**src/rtl/core/assert_macros.svh**
```systemverilog
// Assertion macros for the RTL of the sorted key map, used by its top level
`ifndef ASSERT_MACROS_SVH
`define ASSERT_MACROS_SVH

`ifndef NO_ASSERTIONS

// Check that a condition holds at every clock edge outside reset
`define SKM_ASSERT_ALWAYS(label, clk, rst, expr) \
   label: assert property (@(posedge clk) disable iff (rst) (expr)) \
      else $error("assertion failed");

// Check that a consequent holds in the same cycle as its antecedent
`define SKM_ASSERT_IMPLIES(label, clk, rst, ante, cons) \
   label: assert property (@(posedge clk) disable iff (rst) (ante) |-> (cons)) \
      else $error("assertion failed");

// Check that a consequent holds in the cycle after its antecedent
`define SKM_ASSERT_NEXT(label, clk, rst, ante, cons) \
   label: assert property (@(posedge clk) disable iff (rst) (ante) |=> (cons)) \
      else $error("assertion failed");

`else

`define SKM_ASSERT_ALWAYS(label, clk, rst, expr)
`define SKM_ASSERT_IMPLIES(label, clk, rst, ante, cons)
`define SKM_ASSERT_NEXT(label, clk, rst, ante, cons)

`endif

`endif

```
**src/rtl/core/skm_pkg.sv**
```systemverilog
// Types, constants and codes shared by the sorted key map modules
package skm_pkg;

   // Table size and derived widths
   localparam int CAPACITY = 64;
   localparam int ADDR_W   = $clog2(CAPACITY);
   localparam int CNT_W    = $clog2(CAPACITY + 1);

   // Payload widths
   localparam int FUNC_W = 2;
   localparam int KEY_W  = 16;
   localparam int ID_W   = 16;
   localparam int DATA_W = 16;

   // Operation codes
   localparam logic [FUNC_W-1:0] FUNC_INSERT = 2'd0;
   localparam logic [FUNC_W-1:0] FUNC_LOOKUP = 2'd1;
   localparam logic [FUNC_W-1:0] FUNC_CLEAR  = 2'd2;

   // One stored mapping
   typedef struct packed {
      logic [KEY_W-1:0]  key;
      logic [ID_W-1:0]   id;
      logic [DATA_W-1:0] data;
   } entry_type;

   localparam int ENTRY_W = $bits(entry_type);

   // Controller states
   typedef enum logic [2:0] {
      ST_IDLE,
      ST_DECODE,
      ST_INS_CHECK,
      ST_INS_MOVE,
      ST_LK_CHECK,
      ST_LK_CMP,
      ST_FINISH
   } state_type;

   // Commands from controller to datapath
   typedef struct packed {
      logic load_req;
      logic res_clear;
      logic res_set_full;
      logic res_set_hit;
      logic idx_load;
      logic idx_dec;
      logic rd_ins;
      logic rd_lk;
      logic ins_write_old;
      logic ins_write_new;
      logic count_inc;
      logic count_clear;
      logic lk_init;
      logic lk_right;
      logic lk_left;
      logic out_load;
   } cmd_type;

   // Status from datapath to controller
   typedef struct packed {
      logic [FUNC_W-1:0] func;
      logic              key_zero;
      logic              count_full;
      logic [CNT_W-1:0]  count;
      logic              idx_zero;
      logic              rd_key_ge;
      logic              rd_key_eq;
      logic              rd_key_lt;
      logic              lk_open;
      logic              out_free;
   } sts_type;

endpackage

```
**src/rtl/core/skm_if.sv**
```systemverilog
// Request and response channel interfaces of the sorted key map

// Request channel: operation and mapping fields
interface skm_req_if;
   import skm_pkg::*;

   logic              valid;
   logic              ready;
   logic [FUNC_W-1:0] func;
   logic [KEY_W-1:0]  key_code;
   logic [ID_W-1:0]   entry_id;
   logic [DATA_W-1:0] entry_data;
   logic [DATA_W-1:0] event_param;

   modport source (
      output valid, func, key_code, entry_id, entry_data, event_param,
      input  ready
   );
   modport sink (
      input  valid, func, key_code, entry_id, entry_data, event_param,
      output ready
   );
endinterface

// Response channel: one result per request
interface skm_rsp_if;
   import skm_pkg::*;

   logic              valid;
   logic              ready;
   logic              found;
   logic              table_full;
   logic [ID_W-1:0]   hit_id;
   logic [DATA_W-1:0] hit_data;
   logic [DATA_W-1:0] merged_value;

   modport source (
      output valid, found, table_full, hit_id, hit_data, merged_value,
      input  ready
   );
   modport sink (
      input  valid, found, table_full, hit_id, hit_data, merged_value,
      output ready
   );
endinterface

```
**src/rtl/core/skm_ram.sv**
```systemverilog
// Generic single-write, single-read RAM with registered read data
module skm_ram #(
   parameter int WIDTH = 8,
   parameter int DEPTH = 16
) (
   input  logic                     clock,
   input  logic                     wr_en,
   input  logic [$clog2(DEPTH)-1:0] wr_addr,
   input  logic [WIDTH-1:0]         wr_data,
   input  logic                     rd_en,
   input  logic [$clog2(DEPTH)-1:0] rd_addr,
   output logic [WIDTH-1:0]         rd_data
);

   logic [WIDTH-1:0] mem_ff [DEPTH];
   logic [WIDTH-1:0] rd_data_ff;

   // Write port
   always_ff @(posedge clock) begin
      if (wr_en) begin
         mem_ff[wr_addr] <= wr_data;
      end
   end

   // Registered read port
   always_ff @(posedge clock) begin
      if (rd_en) begin
         rd_data_ff <= mem_ff[rd_addr];
      end
   end

   assign rd_data = rd_data_ff;

endmodule

```
**src/rtl/core/skm_datapath.sv**
```systemverilog
// Datapath of the sorted key map: request latch, table RAM, search and output registers
module skm_datapath (
   input  logic                      clock,
   input  logic                      reset,
   input  skm_pkg::cmd_type          cmd,
   output skm_pkg::sts_type          sts,
   input  logic [skm_pkg::FUNC_W-1:0] req_func,
   input  logic [skm_pkg::KEY_W-1:0]  req_key_code,
   input  logic [skm_pkg::ID_W-1:0]   req_entry_id,
   input  logic [skm_pkg::DATA_W-1:0] req_entry_data,
   input  logic [skm_pkg::DATA_W-1:0] req_event_param,
   output logic                      rsp_valid,
   input  logic                      rsp_ready,
   output logic                      rsp_found,
   output logic                      rsp_table_full,
   output logic [skm_pkg::ID_W-1:0]   rsp_hit_id,
   output logic [skm_pkg::DATA_W-1:0] rsp_hit_data,
   output logic [skm_pkg::DATA_W-1:0] rsp_merged_value
);
   import skm_pkg::*;

   // Latched request
   logic [FUNC_W-1:0] func_ff;
   logic [KEY_W-1:0]  key_ff;
   logic [ID_W-1:0]   id_ff;
   logic [DATA_W-1:0] data_ff;
   logic [DATA_W-1:0] param_ff;

   // Table control
   logic [CNT_W-1:0] count_ff;
   logic [CNT_W-1:0] idx_ff;
   logic [CNT_W-1:0] idx_prev;
   logic [CNT_W-1:0] lo_ff;
   logic [CNT_W-1:0] end_ff;
   logic [CNT_W:0]   mid_sum;
   logic [CNT_W-1:0] mid;

   // Result and output registers
   logic              res_found_ff;
   logic              res_full_ff;
   logic [ID_W-1:0]   res_id_ff;
   logic [DATA_W-1:0] res_data_ff;
   logic [DATA_W-1:0] res_merged_ff;
   logic              out_valid_ff;
   logic              out_found_ff;
   logic              out_full_ff;
   logic [ID_W-1:0]   out_id_ff;
   logic [DATA_W-1:0] out_data_ff;
   logic [DATA_W-1:0] out_merged_ff;

   // RAM ports
   logic              wr_en;
   logic [ADDR_W-1:0] wr_addr;
   entry_type         wr_entry;
   entry_type         new_entry;
   logic              rd_en;
   logic [ADDR_W-1:0] rd_addr;
   entry_type         rd_entry;

   // Latch the request on transfer
   always_ff @(posedge clock) begin
      if (cmd.load_req) begin
         func_ff  <= req_func;
         key_ff   <= req_key_code;
         id_ff    <= req_entry_id;
         data_ff  <= req_entry_data;
         param_ff <= req_event_param;
      end
   end

   // Entry count
   always_ff @(posedge clock) begin
      if (reset) begin
         count_ff <= '0;
      end else if (cmd.count_clear) begin
         count_ff <= '0;
      end else if (cmd.count_inc) begin
         count_ff <= count_ff + CNT_W'(1);
      end
   end

   // Insert cursor: walks down from the free slot above the top entry while shifting
   always_ff @(posedge clock) begin
      if (cmd.idx_load) begin
         idx_ff <= count_ff;
      end else if (cmd.idx_dec) begin
         idx_ff <= idx_prev;
      end
   end

   assign idx_prev = idx_ff - CNT_W'(1);

   // Search window, end exclusive; midpoint rounds down
   always_ff @(posedge clock) begin
      if (cmd.lk_init) begin
         lo_ff  <= '0;
         end_ff <= count_ff;
      end else if (cmd.lk_right) begin
         lo_ff <= mid + CNT_W'(1);
      end else if (cmd.lk_left) begin
         end_ff <= mid;
      end
   end

   assign mid_sum = {1'b0, lo_ff} + {1'b0, end_ff} - (CNT_W+1)'(1);
   assign mid     = mid_sum[CNT_W:1];

   // Table RAM: old entry moves up one place, or new entry lands in its slot
   assign new_entry = '{key: key_ff, id: id_ff, data: data_ff};
   assign wr_en     = cmd.ins_write_old | cmd.ins_write_new;
   assign wr_addr   = idx_ff[ADDR_W-1:0];
   assign wr_entry  = cmd.ins_write_new ? new_entry : rd_entry;
   assign rd_en     = cmd.rd_ins | cmd.rd_lk;
   assign rd_addr   = cmd.rd_lk ? mid[ADDR_W-1:0] : idx_prev[ADDR_W-1:0];

   skm_ram #(
      .WIDTH (ENTRY_W),
      .DEPTH (CAPACITY)
   ) u_table (
      .clock   (clock),
      .wr_en   (wr_en),
      .wr_addr (wr_addr),
      .wr_data (wr_entry),
      .rd_en   (rd_en),
      .rd_addr (rd_addr),
      .rd_data (rd_entry)
   );

   // Result register: clear at decode, raising the full flag for a dropped insert
   always_ff @(posedge clock) begin
      if (cmd.res_clear) begin
         res_found_ff  <= 1'b0;
         res_full_ff   <= cmd.res_set_full;
         res_id_ff     <= '0;
         res_data_ff   <= '0;
         res_merged_ff <= '0;
      end else if (cmd.res_set_hit) begin
         res_found_ff  <= 1'b1;
         res_id_ff     <= rd_entry.id;
         res_data_ff   <= rd_entry.data;
         res_merged_ff <= rd_entry.data | param_ff;
      end
   end

   // Output register: hold until the response transfer
   always_ff @(posedge clock) begin
      if (reset) begin
         out_valid_ff <= 1'b0;
      end else if (cmd.out_load) begin
         out_valid_ff <= 1'b1;
      end else if (rsp_ready) begin
         out_valid_ff <= 1'b0;
      end
   end

   always_ff @(posedge clock) begin
      if (cmd.out_load) begin
         out_found_ff  <= res_found_ff;
         out_full_ff   <= res_full_ff;
         out_id_ff     <= res_id_ff;
         out_data_ff   <= res_data_ff;
         out_merged_ff <= res_merged_ff;
      end
   end

   assign rsp_valid        = out_valid_ff;
   assign rsp_found        = out_found_ff;
   assign rsp_table_full   = out_full_ff;
   assign rsp_hit_id       = out_id_ff;
   assign rsp_hit_data     = out_data_ff;
   assign rsp_merged_value = out_merged_ff;

   // Status to the controller
   always_comb begin
      sts.func       = func_ff;
      sts.key_zero   = (key_ff == '0);
      sts.count_full = (count_ff >= CNT_W'(CAPACITY));
      sts.count      = count_ff;
      sts.idx_zero   = (idx_ff == '0);
      sts.rd_key_ge  = (rd_entry.key >= key_ff);
      sts.rd_key_eq  = (rd_entry.key == key_ff);
      sts.rd_key_lt  = (rd_entry.key < key_ff);
      sts.lk_open    = (lo_ff < end_ff);
      sts.out_free   = !out_valid_ff || rsp_ready;
   end

endmodule

```
**src/rtl/core/skm_controller.sv**
```systemverilog
// Controller state machine of the sorted key map
module skm_controller (
   input  logic             clock,
   input  logic             reset,
   input  logic             req_valid,
   output logic             req_ready,
   input  skm_pkg::sts_type sts,
   output skm_pkg::cmd_type cmd
);
   import skm_pkg::*;

   state_type state_ff;
   state_type state_in;

   // State register
   always_ff @(posedge clock) begin
      if (reset) begin
         state_ff <= ST_IDLE;
      end else begin
         state_ff <= state_in;
      end
   end

   // Next state and commands
   always_comb begin
      state_in  = state_ff;
      cmd       = '0;
      req_ready = 1'b0;
      case (state_ff)
         ST_IDLE: begin
            req_ready = 1'b1;
            if (req_valid) begin
               cmd.load_req = 1'b1;
               state_in     = ST_DECODE;
            end
         end
         ST_DECODE: begin
            cmd.res_clear = 1'b1;
            case (sts.func)
               FUNC_INSERT: begin
                  if (sts.key_zero) begin
                     state_in = ST_FINISH;
                  end else if (sts.count_full) begin
                     cmd.res_set_full = 1'b1;
                     state_in         = ST_FINISH;
                  end else begin
                     cmd.idx_load = 1'b1;
                     state_in     = ST_INS_CHECK;
                  end
               end
               FUNC_LOOKUP: begin
                  cmd.lk_init = 1'b1;
                  state_in    = ST_LK_CHECK;
               end
               FUNC_CLEAR: begin
                  cmd.count_clear = 1'b1;
                  state_in        = ST_FINISH;
               end
               default: begin
                  state_in = ST_FINISH;
               end
            endcase
         end
         // Bottom reached: place the new entry, else fetch the entry below the cursor
         ST_INS_CHECK: begin
            if (sts.idx_zero) begin
               cmd.ins_write_new = 1'b1;
               cmd.count_inc     = 1'b1;
               state_in          = ST_FINISH;
            end else begin
               cmd.rd_ins = 1'b1;
               state_in   = ST_INS_MOVE;
            end
         end
         // Shift a greater-or-equal entry up, else the slot is found
         ST_INS_MOVE: begin
            if (sts.rd_key_ge) begin
               cmd.ins_write_old = 1'b1;
               cmd.idx_dec       = 1'b1;
               state_in          = ST_INS_CHECK;
            end else begin
               cmd.ins_write_new = 1'b1;
               cmd.count_inc     = 1'b1;
               state_in          = ST_FINISH;
            end
         end
         ST_LK_CHECK: begin
            if (sts.lk_open) begin
               cmd.rd_lk = 1'b1;
               state_in  = ST_LK_CMP;
            end else begin
               state_in = ST_FINISH;
            end
         end
         ST_LK_CMP: begin
            if (sts.rd_key_eq) begin
               cmd.res_set_hit = 1'b1;
               state_in        = ST_FINISH;
            end else if (sts.rd_key_lt) begin
               cmd.lk_right = 1'b1;
               state_in     = ST_LK_CHECK;
            end else begin
               cmd.lk_left = 1'b1;
               state_in    = ST_LK_CHECK;
            end
         end
         // Hand the result to the output register once it is free
         ST_FINISH: begin
            if (sts.out_free) begin
               cmd.out_load = 1'b1;
               state_in     = ST_IDLE;
            end
         end
         default: begin
            state_in = ST_IDLE;
         end
      endcase
   end

endmodule

```
**src/rtl/core/sorted_key_map_insert_lookup.sv**
```systemverilog
// Sorted key map top level. Insert shifts S entries up one slot (at most CAPACITY-1), then
// writes the new entry in the freed slot. Lookup is a binary search of P probes (at most
// log2(CAPACITY)+1). Clear, dropped inserts and unused codes go straight to the finish state.
// One item at a time; with the RAM's single registered read port, each shift or probe is a
// read state followed by a compare state. The result waits in an output register while the next
// item is taken. Synchronous reset empties the table and idles the controller; RAM is kept.
`include "assert_macros.svh"

module sorted_key_map_insert_lookup (
   input logic        clock,
   input logic        reset,
   skm_req_if.sink    req_bus,
   skm_rsp_if.source  rsp_bus
);
   import skm_pkg::*;

   cmd_type cmd;
   sts_type sts;

   skm_controller u_ctl (
      .clock     (clock),
      .reset     (reset),
      .req_valid (req_bus.valid),
      .req_ready (req_bus.ready),
      .sts       (sts),
      .cmd       (cmd)
   );

   skm_datapath u_dp (
      .clock            (clock),
      .reset            (reset),
      .cmd              (cmd),
      .sts              (sts),
      .req_func         (req_bus.func),
      .req_key_code     (req_bus.key_code),
      .req_entry_id     (req_bus.entry_id),
      .req_entry_data   (req_bus.entry_data),
      .req_event_param  (req_bus.event_param),
      .rsp_valid        (rsp_bus.valid),
      .rsp_ready        (rsp_bus.ready),
      .rsp_found        (rsp_bus.found),
      .rsp_table_full   (rsp_bus.table_full),
      .rsp_hit_id       (rsp_bus.hit_id),
      .rsp_hit_data     (rsp_bus.hit_data),
      .rsp_merged_value (rsp_bus.merged_value)
   );

   // Entry count never passes the table size
   `SKM_ASSERT_ALWAYS(a_count_bound, clock, reset, sts.count <= CNT_W'(CAPACITY))

   // One item in flight: no request transfer straight after another
   `SKM_ASSERT_NEXT(a_one_item, clock, reset, req_bus.valid && req_bus.ready, !req_bus.ready)

   // Count grows only with the write that places a new entry
   `SKM_ASSERT_IMPLIES(a_count_write, clock, reset, cmd.count_inc, cmd.ins_write_new && !cmd.ins_write_old)

endmodule
```
**src/flat_wrapper.sv**
```systemverilog
// flat-port wrapper written by rule: the top's interface ports become plain ports
module sorted_key_map_insert_lookup_flat import skm_pkg::*;
  (clock, reset, req_bus_valid, req_bus_func, req_bus_key_code, req_bus_entry_id, req_bus_entry_data, req_bus_event_param, req_bus_ready, rsp_bus_valid, rsp_bus_found, rsp_bus_table_full, rsp_bus_hit_id, rsp_bus_hit_data, rsp_bus_merged_value, rsp_bus_ready);
  skm_req_if req_bus_i ();
  skm_rsp_if rsp_bus_i ();
  input logic clock;
  input logic reset;
  input wire logic [$bits(req_bus_i.valid)-1:0] req_bus_valid;
  input wire logic [$bits(req_bus_i.func)-1:0] req_bus_func;
  input wire logic [$bits(req_bus_i.key_code)-1:0] req_bus_key_code;
  input wire logic [$bits(req_bus_i.entry_id)-1:0] req_bus_entry_id;
  input wire logic [$bits(req_bus_i.entry_data)-1:0] req_bus_entry_data;
  input wire logic [$bits(req_bus_i.event_param)-1:0] req_bus_event_param;
  output wire logic [$bits(req_bus_i.ready)-1:0] req_bus_ready;
  output wire logic [$bits(rsp_bus_i.valid)-1:0] rsp_bus_valid;
  output wire logic [$bits(rsp_bus_i.found)-1:0] rsp_bus_found;
  output wire logic [$bits(rsp_bus_i.table_full)-1:0] rsp_bus_table_full;
  output wire logic [$bits(rsp_bus_i.hit_id)-1:0] rsp_bus_hit_id;
  output wire logic [$bits(rsp_bus_i.hit_data)-1:0] rsp_bus_hit_data;
  output wire logic [$bits(rsp_bus_i.merged_value)-1:0] rsp_bus_merged_value;
  input wire logic [$bits(rsp_bus_i.ready)-1:0] rsp_bus_ready;
  assign req_bus_i.valid = req_bus_valid;
  assign req_bus_i.func = req_bus_func;
  assign req_bus_i.key_code = req_bus_key_code;
  assign req_bus_i.entry_id = req_bus_entry_id;
  assign req_bus_i.entry_data = req_bus_entry_data;
  assign req_bus_i.event_param = req_bus_event_param;
  assign req_bus_ready = req_bus_i.ready;
  assign rsp_bus_valid = rsp_bus_i.valid;
  assign rsp_bus_found = rsp_bus_i.found;
  assign rsp_bus_table_full = rsp_bus_i.table_full;
  assign rsp_bus_hit_id = rsp_bus_i.hit_id;
  assign rsp_bus_hit_data = rsp_bus_i.hit_data;
  assign rsp_bus_merged_value = rsp_bus_i.merged_value;
  assign rsp_bus_i.ready = rsp_bus_ready;
  sorted_key_map_insert_lookup u_core (.clock(clock), .reset(reset), .req_bus(req_bus_i), .rsp_bus(rsp_bus_i));
endmodule
```
**config.mk**
```make
export PLATFORM = sky130hd
export DESIGN_NAME = sorted_key_map_insert_lookup_flat
export DESIGN_NICKNAME = d
export VERILOG_FILES = /design/src/rtl/core/skm_pkg.sv /design/src/rtl/core/skm_if.sv /design/src/rtl/core/skm_ram.sv /design/src/rtl/core/skm_datapath.sv /design/src/rtl/core/skm_controller.sv /design/src/rtl/core/sorted_key_map_insert_lookup.sv /design/src/flat_wrapper.sv
export VERILOG_INCLUDE_DIRS = /design/src /design/src/rtl/core
export SDC_FILE = /design/constraint.sdc
export NUM_CORES = 2
export LEC_CHECK = 0
export BUFFER_PORTS_ARGS = -buffer_cell sky130_fd_sc_hd__buf_4
export CORE_ASPECT_RATIO = 0.7
export CORE_UTILIZATION = 40
export CTS_CLUSTER_SIZE = 12
export DETAILED_ROUTE_END_ITERATION = 7
export PLACE_DENSITY = 0.6
export SLEW_MARGIN = 20
export SYNTH_ARGS = -nofsm -noshare
export SYNTH_HDL_FRONTEND = slang
export SYNTH_HIERARCHICAL = 1
export SYNTH_SLANG_ARGS = --single-unit
export TNS_END_PERCENT = 100
```
**constraint.sdc**
```tcl
create_clock -name clock -period 11.1 [get_ports clock]
set_input_delay 0.555 -clock clock [delete_from_list [all_inputs] [get_ports clock]]
set_output_delay 0.555 -clock clock [all_outputs]
set_load 0.1 [all_outputs]
```
==> flow_summary_export.csv <==
group,metric,value,unit
sta,fin_tns_setup,0,ns
drt,first_pass_iters,8,
power,ir_worst_vdd,0.162,mV
sta,fin_ws,3.88,ns
worst_setup_path,crit_slowest_cell,"a221oi_1",
worst_setup_path,criticalPathCategory,"reg2reg",
sta,period_share,65.0,%
worst_setup_path,cp_max_fo,69,
drt,drc,0,
drt,vias,63848,
drt,via_per_inst,6.17,
cts,numCtsBuffers,327,
worst_hold_path,min_to,"u_core/u_ctl/state_ff[0]",
sta,slew_viol_final,0,
final_layout,utilization,45.5,%
global_route,busiest_layer,"met1",
worst_setup_path,crit_chain,"inv_1 -> ha_1 -> o21bai_1 -> a21oi_1 -> o21bai_1 -> a21oi_1 -> o22ai_1 -> nand2_1 -> nor3_2 -> mux2i_4 -> buf_12 -> buf_4 -> buf_4 -> mux4_2 -> a22o_1 -> a221oi_1 -> a221oi_1",
job,max_cap_viol_count,0,
worst_setup_path,slowest_delay,0.85,ns
synth,yosys_warnings,6,
drt,wl,363000,um
worst_setup_path,required,11.64,ns
cts,cts_tree,"yes",
synth,synth-edff-count,3251,
global_route,grt_max_degree,112,
synth,synth_cell_types,68,
die,dieArea,318000,um^2
final_layout,drive_above_1_share,26.3,%
place,place_ws,4.10,ns
die,floorplan.rows,172,
sta,final-hold-violation-count,0,
worst_setup_path,reg2reg_depth,17,
final_layout,layout_common_cells,"edfxtp_1, mux4_2, clkbuf_16",
place,io_buffers,121,
sta,finClkSkew,0.0648,ns
status,outcome,"finished, final reports clean",
place,hpwl,202000,um
synth,syn_inst,5648,
cts,clk_path_buf_depth,4,
global_route,grt.met1_usage,34.5,%
cts,postCtsSetupRepairBufs,0,
synth,avgSynthCellArea,22.4,um^2
worst_setup_path,r2r_slack,3.88,ns
synth,synth_async_sr_flop_share,0,%
final_layout,nets,6160,
final_layout,final_common_cell,"edfxtp_1",
worst_setup_path,worstPathArrival,7.76,ns
final_layout,instances_no_fill,10345,
worst_hold_path,hold_path.class,"in2reg",
global_route,use_met2,32.4,%
synth,syn_area,126000,um^2
global_route,grt_pass1_vias,62298,
worst_setup_path,r2r_end,"u_core/u_dp/u_table/rd_data[37]",
synth,ys_seq_elements,3318,
drt,drt_iter0_drc,10008,
sta,tightest_slew,1.24,ns
drt,ant_nets,0,
cts,ctsRootBufferMaster,"clkbuf_16",
sta,fin_crit,7.22,ns
sta,finalSetupViolations,0,
worst_setup_path,end_kind,"register",
synth,ys.flop_type,"edfxtp_1",
die,dieHeight,472,um
global_route,met3_usage,5.88,%
sta,rsz0062_at_grt,"false",
final_layout,area_delta_synth_final,13.2,%
drt,avgRoutedWirePerCell,35.1,um
global_route,antenna_found_initial,22,
global_route,grt_usage,22.5,%
sta,slew_headroom,17.2,%
place,place.gp.congestion,0.824,
power,power_density,253,nW/um^2
cts,cts_htree_levels,5,
worst_hold_path,hp-start,"req_bus_valid",
global_route,grt_pass1_wl,501000,um
worst_hold_path,hold_depth,3,
sta,timing.fmax,0.139,GHz
place,place_inst,9828,
die,ios,122,
final_layout,fillers,25880,
sta,holdWs,0.115,ns
die,die_w,673,um
global_route,grt_overflow_total,0,
synth,ys_seq_area_share,78.4,%
worst_setup_path,start_kind,"register",
die,initial_core_util,40.2,%
cts,cts.sink_count,3318,
worst_setup_path,timing.rr.start,"u_core/u_dp/lo_ff[2]",
cts,cts.clk_slew.worst_paths,0.06,ns
cts,worstSkewPairLatency,0.89,ns
die,core_area,314000,um^2
synth,synthesis.nets,5756,
power,leakage,0.0441,uW
## flip-flops by register name (all words and copies together) (netlist names), 2 cells and up
name / count
u_core/u_dp/u_table/mem_ff: 3072
u_core/u_dp/u_table/rd_data: 48
u_core/u_dp/data_ff: 16
u_core/u_dp/id_ff: 16
u_core/u_dp/key_ff: 16
u_core/u_dp/param_ff: 16
u_core/u_dp/res_data_ff: 16
u_core/u_dp/res_id_ff: 16
u_core/u_dp/res_merged_ff: 16
u_core/u_dp/rsp_hit_data: 16
u_core/u_dp/rsp_hit_id: 16
u_core/u_dp/rsp_merged_value: 16
u_core/u_dp/count_ff: 7
u_core/u_dp/end_ff: 7
u_core/u_dp/idx_ff: 7
u_core/u_dp/lo_ff: 7
u_core/u_ctl/state_ff: 3
u_core/u_dp/func_ff: 2
## cell type report
| class | count | area (um^2) | share of cell area (%) |
|---|---|---|---|
| Sequential cell | 3318 | 99000 | 69.3 |
| Multi-Input combinational cell | 1965 | 26200 | 18.3 |
| Clock buffer | 405 | 8680 | 6.07 |
| Tap cell | 4176 | 5230 | 3.66 |
| Timing Repair Buffer | 388 | 3330 | 2.33 |
| Clock inverter | 36 | 287 | 0.201 |
| Inverter | 52 | 195 | 0.137 |
| Antenna cell | 5 | 12.5 | 0.00876 |
## metrics by stage
step / total power, uW / instance area (um^2)
CTS: 36100 / 143000
finish: 36100 / 143000
floorplan: 22200 / 126000
global route: 37100 / 143000
detailed placement: 26200 / 133000
global placement: 26100 / 133000
## synthesized netlist by cell type (all sizes together), types with 28 or more instances
cell    instances  area, um^2
edfxtp       3251       97600
mux4          754       17000
nor2          227         860
buf           190        1160
clkbuf        123         463
o22ai         123         769
mux2i         102        1020
a21oi          90         450
a221oi         84         736
nand2          74         285
a22oi          72         541
mux2           69         777
dfxtp          67        1340
a22o           57         499
a211oi         56         425
inv            52         195
ha             38         475
nor2b          29         189
o221ai         28         245
## cells by family (layout without fill, tap and decap cells)
logic type / Yosys count / in the layout / share of synthesized area [%]
flip-flops: 3318 / 3318 / 78.4
multiplexers: 925 / 925 / 14.9
AO/OA/AOI/OAI: 558 / 558 / 3.20
AND/OR/NAND/NOR: 423 / 423 / 1.54
buffers and inverters: 365 / 881 / 1.44
adder cells (fa/ha/maj): 38 / 38 / 0.377
XOR/XNOR: 21 / 21 / 0.167
other: 0 / 5 / 0
## layer usage
metal  up-vias  wire, um
li1      24655         -
met1     34540    152000
met2      4142    157000
met3       507     46000
met4         4      8180
met5         -        27
## timing repair
action	4_1_cts	5_1_grt
hold buffers	67	0
endpoints found under the hold margin	69	0
gates resized for setup	0	0
## worst max path at each step
stage / startpoint / end / slack, ns / cells after the start
floorplan: u_core/u_dp/key_ff[9] / u_core/u_dp/u_table/mem_ff[48][0] / 3.64 / 18
global placement: u_core/u_dp/u_table/rd_data[41] / u_core/u_dp/u_table/mem_ff[6][16] / 3.90 / 15
detailed placement: u_core/u_dp/lo_ff[2] / u_core/u_dp/u_table/rd_data[37] / 4.10 / 17
CTS: u_core/u_dp/lo_ff[2] / u_core/u_dp/u_table/rd_data[37] / 4.06 / 17
global route: u_core/u_dp/lo_ff[2] / u_core/u_dp/u_table/rd_data[30] / 3.61 / 18
finish: u_core/u_dp/lo_ff[2] / u_core/u_dp/u_table/rd_data[37] / 3.88 / 17
## power by group
group	total [uW]	switching, uW	internal (uW)
clock	9940	4480	5450
combinational	9920	6830	3080
sequential	16300	312	15900
total	36100	11600	24500
## critical path: cells and delay by family (launching register included)
kind	cells	cell delay, ns
adder cells (fa/ha/maj)	1	0.37
AND/OR/NAND/NOR	2	0.91
multiplexers	2	0.88
flip-flops	1	0.36
buffers and inverters	4	2.02
AO/OA/AOI/OAI	8	2.07
No activity file was read; power rests on OpenSTA's default activity.
